## src/design/vlsr_pkg.sv

```systemverilog
// Shared constants, codes and controller/datapath interface types for the vertex sorter.
package vlsr_pkg;

    localparam int VLSR_MAX_VERTICES = 1024;
    localparam int VLSR_COORD_WIDTH  = 32;

    localparam logic [1:0] FUNC_LOAD = 2'd0;
    localparam logic [1:0] FUNC_READ = 2'd1;
    localparam logic [1:0] FUNC_TRI  = 2'd2;

    localparam logic [1:0] ST_OK         = 2'd0;
    localparam logic [1:0] ST_RANGE      = 2'd1;
    localparam logic [1:0] ST_NOT_SORTED = 2'd2;
    localparam logic [1:0] ST_FULL       = 2'd3;

    localparam logic [4:0] CMD_NONE       = 5'd0;
    localparam logic [4:0] CMD_ACCEPT     = 5'd1;
    localparam logic [4:0] CMD_SORT_START = 5'd2;
    localparam logic [4:0] CMD_INIT       = 5'd3;
    localparam logic [4:0] CMD_PASS_START = 5'd4;
    localparam logic [4:0] CMD_PASS_END   = 5'd5;
    localparam logic [4:0] CMD_RUN_START  = 5'd6;
    localparam logic [4:0] CMD_RUN_END    = 5'd7;
    localparam logic [4:0] CMD_RD_ID      = 5'd8;
    localparam logic [4:0] CMD_RD_CRD     = 5'd9;
    localparam logic [4:0] CMD_MERGE      = 5'd10;
    localparam logic [4:0] CMD_MAP_RD     = 5'd11;
    localparam logic [4:0] CMD_MAP_WR     = 5'd12;
    localparam logic [4:0] CMD_SORT_END   = 5'd13;
    localparam logic [4:0] CMD_RANK_RD    = 5'd14;
    localparam logic [4:0] CMD_RANK_CRD   = 5'd15;
    localparam logic [4:0] CMD_RANK_CAP   = 5'd16;
    localparam logic [4:0] CMD_TRI0       = 5'd17;
    localparam logic [4:0] CMD_TRI1       = 5'd18;
    localparam logic [4:0] CMD_TRI2       = 5'd19;
    localparam logic [4:0] CMD_TRI3       = 5'd20;
    localparam logic [4:0] CMD_RESP       = 5'd21;

    typedef struct packed {
        logic [4:0] op;
    } t_cmd;

    typedef struct packed {
        logic [1:0] func;
        logic       last;
        logic       ok;
        logic       o_ge_n;
        logic       width_done;
        logic       lo_done;
        logic       run_done;
        logic       out_free;
    } t_status;

endpackage

```

## src/design/vlsr_ctrl.sv

```systemverilog
// Controller state machine: sequences item handling, the merge sort and the index map build.
module vlsr_ctrl import vlsr_pkg::*; (
    input  logic    i_clk,
    input  logic    i_rst_n,
    input  logic    i_valid,
    output logic    o_stall,
    input  t_status i_st,
    output t_cmd    o_cmd
);

    localparam logic [4:0] S_IDLE  = 5'd0;
    localparam logic [4:0] S_DISP  = 5'd1;
    localparam logic [4:0] S_SORT0 = 5'd2;
    localparam logic [4:0] S_INIT  = 5'd3;
    localparam logic [4:0] S_PASS  = 5'd4;
    localparam logic [4:0] S_RUN   = 5'd5;
    localparam logic [4:0] S_RDID  = 5'd6;
    localparam logic [4:0] S_RDC   = 5'd7;
    localparam logic [4:0] S_MRG   = 5'd8;
    localparam logic [4:0] S_MAP   = 5'd9;
    localparam logic [4:0] S_MAPW  = 5'd10;
    localparam logic [4:0] S_RDV1  = 5'd11;
    localparam logic [4:0] S_RDV2  = 5'd12;
    localparam logic [4:0] S_RDV3  = 5'd13;
    localparam logic [4:0] S_TRI0  = 5'd14;
    localparam logic [4:0] S_TRI1  = 5'd15;
    localparam logic [4:0] S_TRI2  = 5'd16;
    localparam logic [4:0] S_TRI3  = 5'd17;
    localparam logic [4:0] S_RESP  = 5'd18;

    logic [4:0] r_state;
    logic [4:0] n_state;

    assign o_stall = (r_state != S_IDLE);

    always_comb begin
        n_state   = r_state;
        o_cmd.op  = CMD_NONE;
        unique case (r_state)
            S_IDLE: begin
                if (i_valid) begin
                    o_cmd.op = CMD_ACCEPT;
                    n_state  = S_DISP;
                end
            end
            S_DISP: begin
                unique case (i_st.func)
                    FUNC_LOAD: n_state = i_st.last ? S_SORT0 : S_RESP;
                    FUNC_READ: n_state = i_st.ok ? S_RDV1 : S_RESP;
                    FUNC_TRI:  n_state = i_st.ok ? S_TRI0 : S_RESP;
                    default:   n_state = S_IDLE;
                endcase
            end
            S_SORT0: begin
                o_cmd.op = CMD_SORT_START;
                n_state  = S_INIT;
            end
            S_INIT: begin
                if (i_st.o_ge_n) begin
                    n_state = S_PASS;
                end else begin
                    o_cmd.op = CMD_INIT;
                end
            end
            S_PASS: begin
                if (i_st.width_done) begin
                    o_cmd.op = CMD_SORT_START;
                    n_state  = S_MAP;
                end else begin
                    o_cmd.op = CMD_PASS_START;
                    n_state  = S_RUN;
                end
            end
            S_RUN: begin
                if (i_st.lo_done) begin
                    o_cmd.op = CMD_PASS_END;
                    n_state  = S_PASS;
                end else begin
                    o_cmd.op = CMD_RUN_START;
                    n_state  = S_RDID;
                end
            end
            S_RDID: begin
                if (i_st.run_done) begin
                    o_cmd.op = CMD_RUN_END;
                    n_state  = S_RUN;
                end else begin
                    o_cmd.op = CMD_RD_ID;
                    n_state  = S_RDC;
                end
            end
            S_RDC: begin
                o_cmd.op = CMD_RD_CRD;
                n_state  = S_MRG;
            end
            S_MRG: begin
                o_cmd.op = CMD_MERGE;
                n_state  = S_RDID;
            end
            S_MAP: begin
                if (i_st.o_ge_n) begin
                    o_cmd.op = CMD_SORT_END;
                    n_state  = S_RESP;
                end else begin
                    o_cmd.op = CMD_MAP_RD;
                    n_state  = S_MAPW;
                end
            end
            S_MAPW: begin
                o_cmd.op = CMD_MAP_WR;
                n_state  = S_MAP;
            end
            S_RDV1: begin
                o_cmd.op = CMD_RANK_RD;
                n_state  = S_RDV2;
            end
            S_RDV2: begin
                o_cmd.op = CMD_RANK_CRD;
                n_state  = S_RDV3;
            end
            S_RDV3: begin
                o_cmd.op = CMD_RANK_CAP;
                n_state  = S_RESP;
            end
            S_TRI0: begin
                o_cmd.op = CMD_TRI0;
                n_state  = S_TRI1;
            end
            S_TRI1: begin
                o_cmd.op = CMD_TRI1;
                n_state  = S_TRI2;
            end
            S_TRI2: begin
                o_cmd.op = CMD_TRI2;
                n_state  = S_TRI3;
            end
            S_TRI3: begin
                o_cmd.op = CMD_TRI3;
                n_state  = S_RESP;
            end
            S_RESP: begin
                if (i_st.out_free) begin
                    o_cmd.op = CMD_RESP;
                    n_state  = S_IDLE;
                end
            end
            default: n_state = S_IDLE;
        endcase
    end

    always_ff @(posedge i_clk) begin
        if (!i_rst_n) begin
            r_state <= S_IDLE;
        end else begin
            r_state <= n_state;
        end
    end

endmodule

```

## config.mk

```make
export PLATFORM = sky130hd
export DESIGN_NAME = vlsr_ctrl
export DESIGN_NICKNAME = d
export VERILOG_FILES = /design/src/design/vlsr_pkg.sv /design/src/design/vlsr_ctrl.sv
export SDC_FILE = /design/constraint.sdc
export NUM_CORES = 1
export LEC_CHECK = 0
export BUFFER_PORTS_ARGS = -buffer_cell sky130_fd_sc_hd__clkbuf_2
export CAP_MARGIN = 25
export CORE_MARGIN = 10
export CORE_UTILIZATION = 50
export DETAILED_ROUTE_END_ITERATION = 16
export HOLD_SLACK_MARGIN = 0.02
export PLACE_DENSITY = 0.82
export REMOVE_ABC_BUFFERS = 1
export SLEW_MARGIN = 20
export SYNTH_ARGS = -nofsm -noshare
export SYNTH_HDL_FRONTEND = slang
export SYNTH_SLANG_ARGS = --single-unit
```

## constraint.sdc

```tcl
create_clock -name i_clk -period 2.5 [get_ports i_clk]
set_input_delay 0.5 -clock i_clk [delete_from_list [all_inputs] [get_ports i_clk]]
set_output_delay 0.5 -clock i_clk [all_outputs]
set_load 0.05 [all_outputs]
```

Word level (Yosys, flattened, before mapping). Index checks and enable logic that the tools add are counted.

Register bits: 5. Bits of input ports: 12. Output and inout bits: 6. Word-level logic and storage cells: 49.

Equal/unequal tests: 23. Mux-type cells: 20. Reduce and logical (&&, ||, !) cells: 5.

Operators by type and width (count): one-hot mux 5 bit (18 select lines) (2); == test 5 x 4 -> 1 bit, second input constant (8); 2-to-1 mux 5 bit (8); == test 5 x 3 -> 1 bit, second input constant (4); == test 5 bit, second input constant (3); one-hot mux 5 bit (3 select lines) (1); == test 5 x 2 -> 1 bit, second input constant (2); 2-to-1 mux 2 bit (4); 2-to-1 mux 4 bit (2); 2-to-1 mux 3 bit (2); inequality test 2 bit, second input constant (3); == test 5 x 1 -> 1 bit, second input constant (1); logical NOT 5 bit (1); nonzero test 5 bit (1); AND reduction 3 bit (1); == test 2 x 1 -> 1 bit, second input constant (1); == test 2 bit, second input constant (1); logical NOT 2 bit (1); OR reduction 2 bit (1); 2-to-1 mux 1 bit (1).

Logic depth before layout (Yosys ltp).
Depth in word-level cells: 3. Depth in mapped cells: 6. Gate-level depth less buffers: 4.

Worst setup path before layout. No wires, ideal clock.

Path type: reg-to-output. From: register r_state[2]. To: output o_cmd[0] (netlist name). Arrival: 2.091 ns. Required time: 2.000 ns. Setup slack: -0.091 ns. Stages on the path, launching flop included: 7. Path buffers: 2. Path through: dfxtp_1 -> buf_4 -> buf_6 -> nand2_1 -> o21ai_1 -> a21oi_1 -> o32ai_1.

RTL lines: start, declared (line vlsr_ctrl.sv:31) `logic [4:0] r_state;`; start signal, assigned (line vlsr_ctrl.sv:155) `r_state <= n_state;`; end, declared (line vlsr_ctrl.sv:8) `output t_cmd o_cmd`.

==> impl_metrics.yaml <==
status:
  status: "complete, no violations"
final_layout:
  reg_top3: "r_state (5)"
  largest_register: "r_state"
  largest_reg_flops: 5
  antenna_cells: 0
  syn_to_final_growth_pct: 12.6
  final_cells: 143
  nets: 140
  multi_input_area_sq_um: 614
  final_core_util_pct: 60.1
  drive_above_1_share_pct: 28.3
  seq_area_sq_um: 103
  fillers: 136
detailed_routing:
  drtAntennaViolNets: 0
  first_pass_iters: 4
  drt-initial-drc-count: 54
  wirelength_mm: 2.43
  remaining_drc_errors: 0
  vias: 981
  vias_per_cell: 6.86
  wl_per_cell_um: 17.0
yosys:
  synth_ff_type: "dfxtp_1"
  synth_top_family_by_area: "compound AO/OA/AOI/OAI gates"
  synth_edf_count: 0
  synth-xor-area-share_pct: 1.08
  synthArstFlopShare_pct: 0
  synth_mux_area_share_pct: 1.23
  yosys.area_share.adder_pct: 1.23
  ys_seq_area_share_pct: 12.3
  synthSimpleGateAreaFrac_pct: 33.1
  post_synth_num_cell_types: 47
  syn_area_per_cell_sq_um: 7.39
  synth_seq_cells: 5
  yosys_warnings: 0
  synthesis.area_sq_um: 813
  netlist_instances: 110
  synth_compound_area_share_pct: 38.9
sta:
  hold_ws_ns: 0.517
  period_needed_ns: 2.35
  worstMarginPinSlew_ns: 0.337
  skew_ns: 0.00319
  fin_crit_sh_pct: 94.1
  clock.fmax_ghz: 0.425
  maxSlewHeadroom_pct: 77.4
  fin_tns_setup_ns: 0
  hold_violations: 0
  setup_viol: 0
  rsz0062_at_grt: "false"
  slew_violations: 0
  fin_ws_ns: 0.148
placement:
  gp_congestion: 0.871
  dp.cells: 139
  dp_hpwl_mm: 1.89
  place_worst_setup_slack_ns: 0.362
  portBuffers: 17
worst_setup_path:
  reg2reg_to: "r_state[3]"
  cp.required_ns: 2.00
  r2r_start: "r_state[0]"
  worstSetupStartpointType: "register"
  critPathCapture: "o_cmd[0]"
  reg2reg_depth: 5
  critPathLaunch: "r_state[0]"
  worst-setup-path-type: "reg2out"
  rrSetupSlack_ns: 1.01
  critPathMaxFanout: 15
  crit_arrival_ns: 1.85
  worst_setup_path_end_kind: "primary output"
floorplan:
  io_pins: 18
  initial_utilization_pct: 53.4
  num_rows: 14
  die_w_um: 60.3
  fp.dieH_um: 60.3
  core_sq_um: 1520
  die_area_sq_um: 3640
clock_network:
  cts_made_buffers: 3
  htreeDepth: 1
  clk_pin_slew_ns: 0.04
  cts_root_buffer: "clkbuf_4"
  hold_buffers: 0
  clkSinkCount: 5
  tritoncts: "done"
  clk_latency_ns: 0.25
  clock_path_buffers: 2
global_route:
  antenna_found_initial: 0
  grt_usage_pct: 13.5
  grt_pass1_wl_mm: 3.96
  grt_pass1_vias: 879
  overflow: 0
  grt_max_degree: 16
power_and_ir_drop:
  cellPowerDensity_nw_per_um2: 1210
  peakVddDrop_mv: 0.786
  p_leak_nw: 0.347
hold_path:
  hp-start: "i_rst_n"
  hold_class: "in2reg"
run:
  drv_cap: 0
[per-stage QoR]
| stage | cell area (sq um) | power [W] |
|---|---|---|
| 6_report | 916 | 0.00111 |
| 5_1_grt | 916 | 0.00118 |
| 4_1_cts | 913 | 0.00110 |
| 3_5_place_dp | 887 | 0.000997 |
| 3_3_place_gp | 887 | 0.000981 |
| 2_1_floorplan | 737 | 0.000766 |
[cell type report]
cell class | count | area share (%)
clock buffer | 4 | 2.87
inverter | 6 | 2.46
multi-input combinational | 89 | 67.1
sequential | 5 | 11.2
tap | 16 | 2.19
timing repair buffer | 23 | 14.2
[worst min-delay path by stage]
stage                       to  slack, ns  depth (start not counted)
finish              r_state[0]       0.52                          2
CTS                 r_state[0]       0.51                          2
global route        r_state[0]       0.53                          2
detailed placement  r_state[0]       0.77                          2
global placement    r_state[2]       0.76                          3
floorplan           r_state[0]       0.63                          1
[Yosys cell counts, types with 2 or more instances]
cell	count	share of area, %
inv_1	4	1.8
nand4_1	2	1.5
nor2b_1	4	3.1
nand3b_1	3	2.8
nand2_1	4	1.8
buf_2	4	2.5
o21ai_0	9	5.5
o32ai_1	2	2.2
buf_4	2	1.8
a21oi_1	6	3.7
inv_2	2	0.92
nor2_1	6	2.8
nor3_1	9	5.5
nand2b_1	4	3.1
dfxtp_1	5	12
buf_6	3	4.2
o21ai_1	3	1.8
o211ai_1	4	3.7
a31oi_1	4	3.1
a311oi_1	3	3.2
[layer usage]
metal  up-vias  routed length, um  GRT usage, %
li1        461                  -             -
met1       459               1020          17.5
met2        55               1100          19.4
met3         6                253          3.55
met4         0                 55          8.01
met5         -                  0             0
[worst max-delay path: stages, from the launching register on]
cell and delay [ns]:
dfxtp_1 0.47, buf_4 0.27, nor2_1 0.10, a311oi_1 0.35, o32ai_1 0.15, clkbuf_2 0.26
[where the power goes]
group          switching (W)  internal [W]  leakage (nW)
Combinational       0.000568      0.000261         0.290
Clock              0.0000356     0.0000605        0.0150
Sequential         0.0000740      0.000109        0.0418
Total               0.000677      0.000431         0.347
[logic make-up (layout without fill, tap and decap cells)]
logic type | count (synthesis) | count (layout)
muxes | 1 | 1
xor gates and xnor gates | 1 | 1
AOI/OAI and AO/OA | 43 | 43
buffers and inverters | 16 | 33
and+or+nand+nor | 43 | 43
adders and majority gates | 1 | 1
DFF | 5 | 5
[what timing repair did]
item                                    CTS  global route
hold endpoints to repair                  0             0
buffers inserted                          0             0
endpoints found under the setup margin    0             2
resized for setup                         0             2
[layout by cell type, fill, tap and decap left out, types with 2 or more instances in the layout]
cell type / synthesis / layout
a21oi_1: 6 / 6
a311oi_1: 3 / 3
a31oi_1: 4 / 4
buf_4: 2 / 6
clkbuf_2: 0 / 17
clkbuf_4: 1 / 3
dfxtp_1: 5 / 3
dfxtp_2: 0 / 2
inv_1: 4 / 4
inv_2: 2 / 2
nand2_1: 4 / 4
nand2b_1: 4 / 4
nand3b_1: 3 / 3
nand4_1: 2 / 2
nor2_1: 6 / 6
nor2b_1: 4 / 4
nor3_1: 9 / 9
o211ai_1: 4 / 4
o21ai_0: 9 / 9
o21ai_1: 3 / 3
o32ai_1: 2 / 2
Power figures use the tool's default switching activity.
